$ cat src/hw/rtl/sndt_pkg.sv
package sndt_pkg;

    localparam int COORD_W    = 32;
    localparam int IN_DATA_W  = 12 * COORD_W;
    localparam int EDGE_W     = COORD_W + 1;
    localparam int PROD_W     = 2 * EDGE_W;
    localparam int CROSS_W    = PROD_W + 1;
    localparam int MAG_W      = PROD_W;
    localparam int LEN_W      = 7;
    localparam int M_W        = 31;
    localparam int SQ_W       = 64;
    localparam int ROOT_W     = 32;
    localparam int TOL_W      = 31;
    localparam int TOL_FRAC   = 30;
    localparam int TOLP_W     = TOL_W + ROOT_W;
    localparam int OUT_W      = 32;
    localparam int OUT_DATA_W = 296;
    localparam int OUT_FRAC_DEF = 30;

    localparam logic [TOL_W-1:0] TOL_RESET = 31'd18740330;

    typedef logic signed [EDGE_W-1:0] edge_t;

    // edge pair of one corner, cross product is u x v
    typedef struct packed {
        edge_t      ux;
        edge_t      uy;
        edge_t      uz;
        edge_t      vx;
        edge_t      vy;
        edge_t      vz;
        logic [1:0] node;
    } node_job_t;

endpackage

$ cat src/hw/rtl/sndt_issue.sv
module sndt_issue
    import sndt_pkg::*;
(
    input  logic                 aclk,
    input  logic                 aresetn,
    input  logic                 en,
    input  logic                 s_tvalid,
    input  logic [IN_DATA_W-1:0] s_tdata,
    output logic                 s_tready,
    output logic                 job_valid,
    output node_job_t            job
);

    logic signed [COORD_W-1:0] p [4][3];
    edge_t e21_next [3];
    edge_t e41_next [3];
    edge_t e32_next [3];
    edge_t e34_next [3];
    edge_t e21_reg [3];
    edge_t e41_reg [3];
    edge_t e32_reg [3];
    edge_t e34_reg [3];
    logic       busy_reg;
    logic [1:0] cnt_reg;
    logic       job_valid_reg;
    node_job_t  job_reg;
    node_job_t  job_next;
    logic       accept;

    assign s_tready = en & (~busy_reg | (cnt_reg == 2'd3));
    assign accept   = s_tvalid & s_tready;

    always_comb begin
        for (int k = 0; k < 4; k++) begin
            for (int i = 0; i < 3; i++) begin
                p[k][i] = signed'(s_tdata[(k*3+i)*COORD_W +: COORD_W]);
            end
        end
        for (int i = 0; i < 3; i++) begin
            e21_next[i] = EDGE_W'(p[1][i]) - EDGE_W'(p[0][i]);
            e41_next[i] = EDGE_W'(p[3][i]) - EDGE_W'(p[0][i]);
            e32_next[i] = EDGE_W'(p[2][i]) - EDGE_W'(p[1][i]);
            e34_next[i] = EDGE_W'(p[2][i]) - EDGE_W'(p[3][i]);
        end
    end

    // corners 0,1 use e21 as u, 2,3 use e34; corners 0,3 use e41 as v
    always_comb begin
        if (cnt_reg[1]) begin
            job_next.ux = e34_reg[0];
            job_next.uy = e34_reg[1];
            job_next.uz = e34_reg[2];
        end else begin
            job_next.ux = e21_reg[0];
            job_next.uy = e21_reg[1];
            job_next.uz = e21_reg[2];
        end
        if (cnt_reg[0] ^ cnt_reg[1]) begin
            job_next.vx = e32_reg[0];
            job_next.vy = e32_reg[1];
            job_next.vz = e32_reg[2];
        end else begin
            job_next.vx = e41_reg[0];
            job_next.vy = e41_reg[1];
            job_next.vz = e41_reg[2];
        end
        job_next.node = cnt_reg;
    end

    always_ff @(posedge aclk) begin
        if (!aresetn) begin
            busy_reg      <= 1'b0;
            cnt_reg       <= 2'd0;
            job_valid_reg <= 1'b0;
        end else if (en) begin
            job_valid_reg <= busy_reg;
            if (accept) begin
                busy_reg <= 1'b1;
                cnt_reg  <= 2'd0;
            end else if (busy_reg) begin
                if (cnt_reg == 2'd3) begin
                    busy_reg <= 1'b0;
                end
                cnt_reg <= cnt_reg + 2'd1;
            end
        end
    end

    always_ff @(posedge aclk) begin
        if (en) begin
            job_reg <= job_next;
            if (accept) begin
                e21_reg <= e21_next;
                e41_reg <= e41_next;
                e32_reg <= e32_next;
                e34_reg <= e34_next;
            end
        end
    end

    assign job_valid = job_valid_reg;
    assign job       = job_reg;

endmodule

$ cat config.mk
export PLATFORM = sky130hd
export DESIGN_NAME = sndt_issue
export DESIGN_NICKNAME = d
export VERILOG_FILES = /design/src/hw/rtl/sndt_pkg.sv /design/src/hw/rtl/sndt_issue.sv
export SDC_FILE = /design/constraint.sdc
export NUM_CORES = 1
export LEC_CHECK = 0
export BUFFER_PORTS_ARGS = -buffer_cell sky130_fd_sc_hd__buf_4
export CAP_MARGIN = 20
export CELL_PAD_IN_SITES_DETAIL_PLACEMENT = 0
export CELL_PAD_IN_SITES_GLOBAL_PLACEMENT = 1
export CORE_ASPECT_RATIO = 1.5
export CORE_MARGIN = 2
export CORE_UTILIZATION = 46
export DETAILED_ROUTE_END_ITERATION = 16
export MAX_ROUTING_LAYER = met4
export PLACE_DENSITY_LB_ADDON = 0.3
export SLEW_MARGIN = 40
export SYNTH_ARGS = -nofsm -noshare
export SYNTH_HDL_FRONTEND = slang
export SYNTH_SLANG_ARGS = --single-unit
$ cat constraint.sdc
create_clock -name aclk -period 12.4 [get_ports aclk]
set_input_delay 0.62 -clock aclk [delete_from_list [all_inputs] [get_ports aclk]]
set_output_delay 0.62 -clock aclk [all_outputs]
set_load 0.1 [all_outputs]
==> results of run 1 <==
==> report_power, final <==
group	switching (W)	internal (W)	total (W)
sequential	0.0000406	0.00247	0.00251
clock	0.000821	0.00102	0.00184
combinational	0.00116	0.000656	0.00182
==> cell usage after synthesis (10+ instances only) <==
master,n,area [um2]
edfxtp_1,596,17900
inv_1,390,1460
ha_1,385,4820
a21oi_1,316,1580
xnor2_1,231,2020
mux2_2,198,2230
nor2_1,194,728
a21o_1,187,1400
nand2_1,187,702
o21ai_0,172,861
xor2_1,91,797
nand3_1,73,365
nor2b_1,65,407
clkbuf_1,64,240
o21a_1,58,435
nand2b_1,46,288
nor3_1,44,220
and3_1,34,213
nand4_1,32,200
a31oi_1,30,188
o21bai_1,30,225
a211oi_1,22,165
a21boi_0,16,120
o31ai_1,16,120
or3_1,16,100
and2_1,15,93.8
o211ai_1,15,113
fa_1,12,240
o31a_1,11,96.3
a2111oi_0,10,87.6
a31o_2,10,87.6
or2_2,10,62.6
==> worst min path at each step <==
stage                       startpoint                     end  cells after the start
2_1_floorplan  cnt_reg[1]$_SDFFE_PN0P_        job[1]$_DFFE_PP_                      0
3_3_place_gp    job_valid$_SDFFE_PN0P_  job_valid$_SDFFE_PN0P_                      2
3_5_place_dp    job_valid$_SDFFE_PN0P_  job_valid$_SDFFE_PN0P_                      2
4_1_cts                        aresetn   busy_reg$_SDFFE_PN0P_                      2
5_1_grt                        aresetn   busy_reg$_SDFFE_PN0P_                      2
6_report                       aresetn   busy_reg$_SDFFE_PN0P_                      2
==> layout make-up <==
class / count / area share (%)
repair buffers: 601 / 9.55
diodes: 30 / 0.157
inverters: 390 / 3.07
clock inverters: 44 / 0.943
clock buffers: 63 / 3.12
well taps: 1139 / 2.98
flip-flops and latches: 600 / 37.7
multi-input cells: 2674 / 42.5
==> layer usage <==
layer  global-route usage (%)  share of wire, %
met1                     28.5                36
met2                     50.0                52
met3                     6.86               7.8
met4                     11.1               4.3
met5                        -                 0
==> kinds of logic (layout without fill, tap and decap cells) <==
logic type / count (synthesis) / count (layout) / synth area share (%)
AOI/OAI and AO/OA: 996 / 996 / 16.1
other: 0 / 30 / 0
buffers and inverters: 455 / 1098 / 4.27
muxes: 201 / 201 / 5.65
xor gates and xnor gates: 322 / 322 / 7.06
DFF: 600 / 600 / 45.0
and+or+nand+nor: 758 / 758 / 9.27
adders and majority gates: 397 / 397 / 12.7
==> cell usage in the layout, fill, tap and decap left out, types with 10 or more instances in the layout <==
cell / synthesis / routed
edfxtp_1: 596 / 596
buf_4: 0 / 594
inv_1: 390 / 390
ha_1: 385 / 384
a21oi_1: 316 / 316
xnor2_1: 231 / 231
mux2_2: 198 / 198
nor2_1: 194 / 194
nand2_1: 187 / 187
a21o_1: 187 / 187
o21ai_0: 172 / 172
xor2_1: 91 / 91
nand3_1: 73 / 73
nor2b_1: 65 / 65
clkbuf_16: 0 / 59
o21a_1: 58 / 58
nand2b_1: 46 / 46
nor3_1: 44 / 44
and3_1: 34 / 34
nand4_1: 32 / 32
diode_2: 0 / 30
a31oi_1: 30 / 30
o21bai_1: 30 / 30
a211oi_1: 22 / 22
or3_1: 16 / 16
a21boi_0: 16 / 16
o31ai_1: 16 / 16
o211ai_1: 15 / 15
and2_1: 15 / 14
fa_1: 12 / 12
o31a_1: 11 / 11
or2_2: 10 / 10
a31o_2: 10 / 10
clkinv_2: 0 / 10
clkinv_1: 0 / 10
==> metrics by stage <==
step | power [W] | setup slack [ns] | util [%] | hold slack, ns | std cells
2_1_floorplan | 0.00383 | 4.00 | - | 0.432 | 3729
3_3_place_gp | 0.00436 | 7.76 | 53.0 | 0.480 | 5402
3_5_place_dp | 0.00437 | 7.73 | 53.0 | 0.501 | 5404
4_1_cts | 0.00623 | 8.42 | 55.3 | 0.183 | 5511
5_1_grt | 0.00644 | 8.25 | 55.4 | 0.208 | 5539
6_report | 0.00617 | 8.33 | 55.4 | 0.229 | 5541
==> metrics.md, run 1 <==
| Metric | Value |
|---|---|
| Outcome | complete, no violations |
| Critical path destination | e21_reg[32]$_DFFE_PP_ |
| Cell Area, Synth | 40000 um2 |
| Mapped Nets | about 4500 |
| Synth-to-Final Area Change | 19.5% |
| Register Area | 18000 um2 |
| Critical Path Fanout Max | 3 |
| Worst slew pin tran | 0.851 ns |
| Root Buffer | clkbuf_16 |
| Crit path required time | 12.82 ns |
| Mapped Cells | 3729 |
| Hold Vio Cnt, Final | 0 |
| Clock skew | 0.0299 ns |
| Worst reg-to-reg setup slack | ~8.9 ns |
| CTS buffer count | 58 |
| H-tree lvl count | 2 |
| Cell Area, Placed | 45700 um2 |
| Cell Pwr Density | ~130 nW/um2 |
| VDD IR max | 0.116 mV |
| Number of global-route vias before repair | 30951 |
| Setup bufs post-CTS | 0 |
| Fin crit share | approximately a third |
| Most used cell, CP | a21oi_1 |
| CTS max path bufs | 3 |
| Clock transition at path regs | 0.07 ns |
| Die H | between 300 and 400 um |
| Initial Util | between 40% and 50% |
| Nets | roughly 5000 |
| First-pass GRT wire length | 180 mm |
| Routed wire length | 123 mm |
| PostCTS Resize Cnt | 0 |
| Synth async-reset ratio | 0% |
| Pleak | just over 20 nW |
| Layout cells sized above 1 | between 20% and 30% |
| Crit path buffers/inverters | 1 |
| IO Port Bufs | 589 |
| Worst setup path start | s_tdata[64] |
| FF-to-FF Start | cnt_reg[1]$_SDFFE_PN0P_ |
| Starting DRT DRC Count | 1680 |
| Reg2reg end | e34_reg[53]$_DFFE_PP_ |
| Worst-path cell chain | buf_4 -> ha_1 -> fa_1 -> nand2b_1 -> a21o_1 -> a21oi_1 -> a21oi_1 -> o31ai_1 -> a311o_1 -> a21oi_1 -> o311ai_1 -> nand4_1 -> a41o_1 |
| Top-level I/O count | 590 |
| Delay-heaviest family, CP | compound AO/OA/AOI/OAI gates |
| Max Clock Freq | 246 MHz |
| Largest stage delay, worst path | roughly 0.66 ns |
| Setup violators final | 0 |
| Post-synth EDFFs | roughly 600 |
| Max FFs per register | 200 |
| Reg2reg path depth | 6 |
| Clk sinks | 600 |
| Pins Over Slew Limit | 0 |
| Sequential area share after synthesis | 45.0% |
| First-pass DRT Iterations | 5 |
| CTS tree | done |
| Footprint of the multi-input gates | around 20000 um2 |
| Via Count | 30414 |
| Initial antenna violation count | 28 |
| RSZ-0062 raised after global routing | false |
| Grt ovf | 0 |
| Sum Neg Setup Slack | 0 ns |
| Yosys reg bits | 600 |
| CORE AREA | roughly 86000 um2 |
| Setup crit end kind | register |
| Worst path arrival time | 4.48 ns |
| Row count | 132 |
| Worst min path class | primary input to register |
| Max-cap violations | 0 |
| Mean Syn Cell Area | between 10 and 15 um2 |
| Tmin final | 4.07 ns |
| Largest net degree at the start of global routing | 96 |
| Dpl hpwl | around 100 mm |
| Synth warn | 0 |
| Post-route ant nets | 0 |
| Worst path slowest cell | o31ai_1 |
| Drt wl/cell | ~22 um |
| Post-synth top flop | edfxtp_1 |
| Normalized max-slew margin | between 40% and 50% |
| DR vias/cell | 5.49 |
| Die area | approximately 89000 um2 |
| Post-CTS Hold Buffers | 0 |
| Filler cell count in the final layout | 7820 |
| Critical path depth | 13 |
| DIE WIDTH | about 240 um |
| Distinct cells, synth | 74 |
| Crit start category | primary input |
| Gpl congestion | around 0.99 |
| GRT Util Overall | around 28% |
| Final instance area | 47700 um2 |
| DRC Markers | 0 |
| Clock Latency Late Sink | 0.66 ns |
| Kind of critical path | primary input to register |
Note: power is estimated with default switching activity, not from simulation.
==> run 2, diff against run 1 <==
CORE_UTILIZATION = 42   (was 46)
clock period = 3.3 ns   (was 12.4 ns; I/O delays follow)
==> run 2 against run 1 <==
Compared with the run above: setup slack worse by 8.3 ns; wire length is 1.7% higher; clock skew decreased by 0.011 ns; power rose to 3.8 times the previous value; clock power rose to 3.9 times the previous value; register-to-register slack worse by 7.6 ns; first-iteration DRC count grew 8.2%; die area up 9.4%; critical path type unchanged; critical endpoint is now e34_reg[64]$_DFFE_PP_; highest routed layer unchanged.
==> metrics.md, run 2 (synthesized netlist as in run 1, its figures left out) <==
| Metric | Value |
|---|---|
| Outcome | complete, no violations |
| Highest metal used | met4 |
| Filler cell count in the final layout | ~8700 |
| Hold Vio Cnt, Final | 0 |
| Crit start category | primary input |
| CTS max path bufs | 3 |
| Worst path slowest cell | dlygate4sd3_1 |
| First-pass GRT wire length | 185 mm |
| Top-level I/O count | ~600 |
| Die H | 382 um |
| H-tree lvl count | 2 |
| Total chip power | 0.0237 W |
| Via Count | 31290 |
| CTS buffer count | 60 |
| Normalized max-slew margin | 45.7% |
| DRC Markers | 0 |
| Worst-path cell chain | dlygate4sd3_1 -> buf_4 -> inv_1 -> ha_1 -> nor2b_1 -> o31a_1 -> o31a_1 -> a311o_1 -> a31oi_1 -> o21ai_0 -> nand3_1 -> a31oi_1 -> o41a_1 -> xor2_1 |
| Most common cell after layout, fill and taps aside | buf_4 |
| Delay-heaviest family, CP | compound AO/OA/AOI/OAI gates |
| Max Clock Freq | just over 300 MHz |
| Met2 WL | 64.1 mm |
| Tmin final | 3.22 ns |
| Clock Latency Late Sink | 0.65 ns |
| First-pass DRT Iterations | 7 |
| IO Port Bufs | 589 |
| Worst min path class | primary input to register |
| Largest stage delay, worst path | 0.55 ns |
| Fin util | 52.7% |
| Hold slack | roughly 0.035 ns |
| Worst slew pin tran | approximately 0.81 ns |
| Max-cap violations | 0 |
| Cell Pwr Density | 478 nW/um2 |
| Register Area | roughly 18000 um2 |
| Number of global-route vias before repair | 31979 |
| Layout cells sized above 1 | roughly a quarter |
| Pleak | 21.7 nW |
| DIE WIDTH | 256 um |
| Footprint of the multi-input gates | 20400 um2 |
| VDD IR max | 0.371 mV |
| Setup bufs post-CTS | 0 |
| Post-route ant nets | 0 |
| Worst setup path start | s_tdata[321] |
| Hold path start | s_tdata[226] |
| Die area | 97700 um2 |
| Initial antenna violation count | 25 |
| Most frequent cells in the layout | buf_4 (733), edfxtp_1 (596), inv_1 (389) |
| M1 WL | ~48 mm |
| Crit path buffers/inverters | 3 |
| Largest net degree at the start of global routing | 112 |
| Initial Util | 42.4% |
| Drt wl/cell | ~21 um |
| Crit path required time | 3.70 ns |
| Fin crit share | 97.6% |
| Synth-to-Final Area Change | 24.2% |
| Dpl hpwl | between 100 and 150 mm |
| Root Buffer | clkbuf_16 |
| Worst path arrival time | 3.62 ns |
| FF-to-FF Start | cnt_reg[0]$_SDFFE_PN0P_ |
| Clk sinks | 600 |
| CTS tree | done |
| Clock transition at path regs | 0.07 ns |
| Routed wire length | between 100 and 150 mm |
| Setup crit end kind | register |
| Critical Path Fanout Max | 3 |
| Gpl congestion | 0.982 |
| Row count | 138 |
| WL met3 | 8.21 mm |
| Max FFs per register | 200 |
| CORE AREA | roughly 94000 um2 |
| Grt ovf | 0 |
| Kind of critical path | primary input to register |
| DR vias/cell | 5.35 |
| GRT Util Overall | around 26% |
| Nets | roughly 5300 |
| Starting DRT DRC Count | ~1800 |
| Clock skew | 0.0191 ns |
| Setup violators final | 0 |
| Pins Over Slew Limit | 0 |
-- run 2: changes by cell type in the layout (fill, tap and decap cells not counted), sizes merged --
cell,change
bufinv,+2
clkinv,-5
clkinvlp,-3
inv,-3
clkbuf,+11
dlygate4sd3,+48
buf,+142
diode,-2
-- run 2: through the flow --
step           setup WS [ns]  TNS (ns)  area, um2  cells
2_1_floorplan          -1.15   -453.93      40000   3729
3_3_place_gp          -0.571     -2.81      47000   5667
3_5_place_dp          -0.531     -3.05      47000   5667
4_1_cts               0.0406         0      49500   5824
5_1_grt              -0.0580   -0.0580      49600   5849
6_report              0.0792         0      49600   5852
-- run 2: cell type report --
cell class	count	area share, %
Timing Repair Buffer	791	12.4
Multi-Input combinational cell	2674	41.0
Inverter	390	2.95
Antenna cell	28	0.141
Clock inverter	35	0.844
Clock buffer	74	3.17
Tap cell	1260	3.18
Sequential cell	600	36.2
-- run 2: power by group --
part / internal (W) / leakage, nW / switching, W
Combinational: 0.00272 / 15.1 / 0.00444
Sequential: 0.00929 / 5.68 / 0.000150
Clock: 0.00408 / 0.960 / 0.00303
-- run 2: worst min-delay path: cells and delay by family --
| family | cells | cell delay, ns |
|---|---|---|
| xor+xnor | 1 | 0.14 |
| buf+inv | 1 | 0.10 |
| fa+ha+maj | 1 | 0.16 |
-- run 2: timing repair --
item,4_1_cts,5_1_grt
hold buffers,48,0
resized for setup,0,20
hold endpoints to repair,76,0
setup endpoints to repair,0,23
-- run 2: final timing paths --
path              slack, ns  cells past startpoint                    end
hold reg to reg        0.49                      0       job[0]$_DFFE_PP_
setup reg to reg       1.30                      6  e34_reg[60]$_DFFE_PP_
hold / removal         0.04                      3  e32_reg[35]$_DFFE_PP_
setup / recovery       0.08                     14  e34_reg[64]$_DFFE_PP_
-- run 2: per-layer routing --
metal / up-vias / track usage [%]
met2: 932 / 46.1
met3: 234 / 5.77
met5: - / -
li1: 15321 / -
met4: 0 / 10.0
met1: 14803 / 27.3
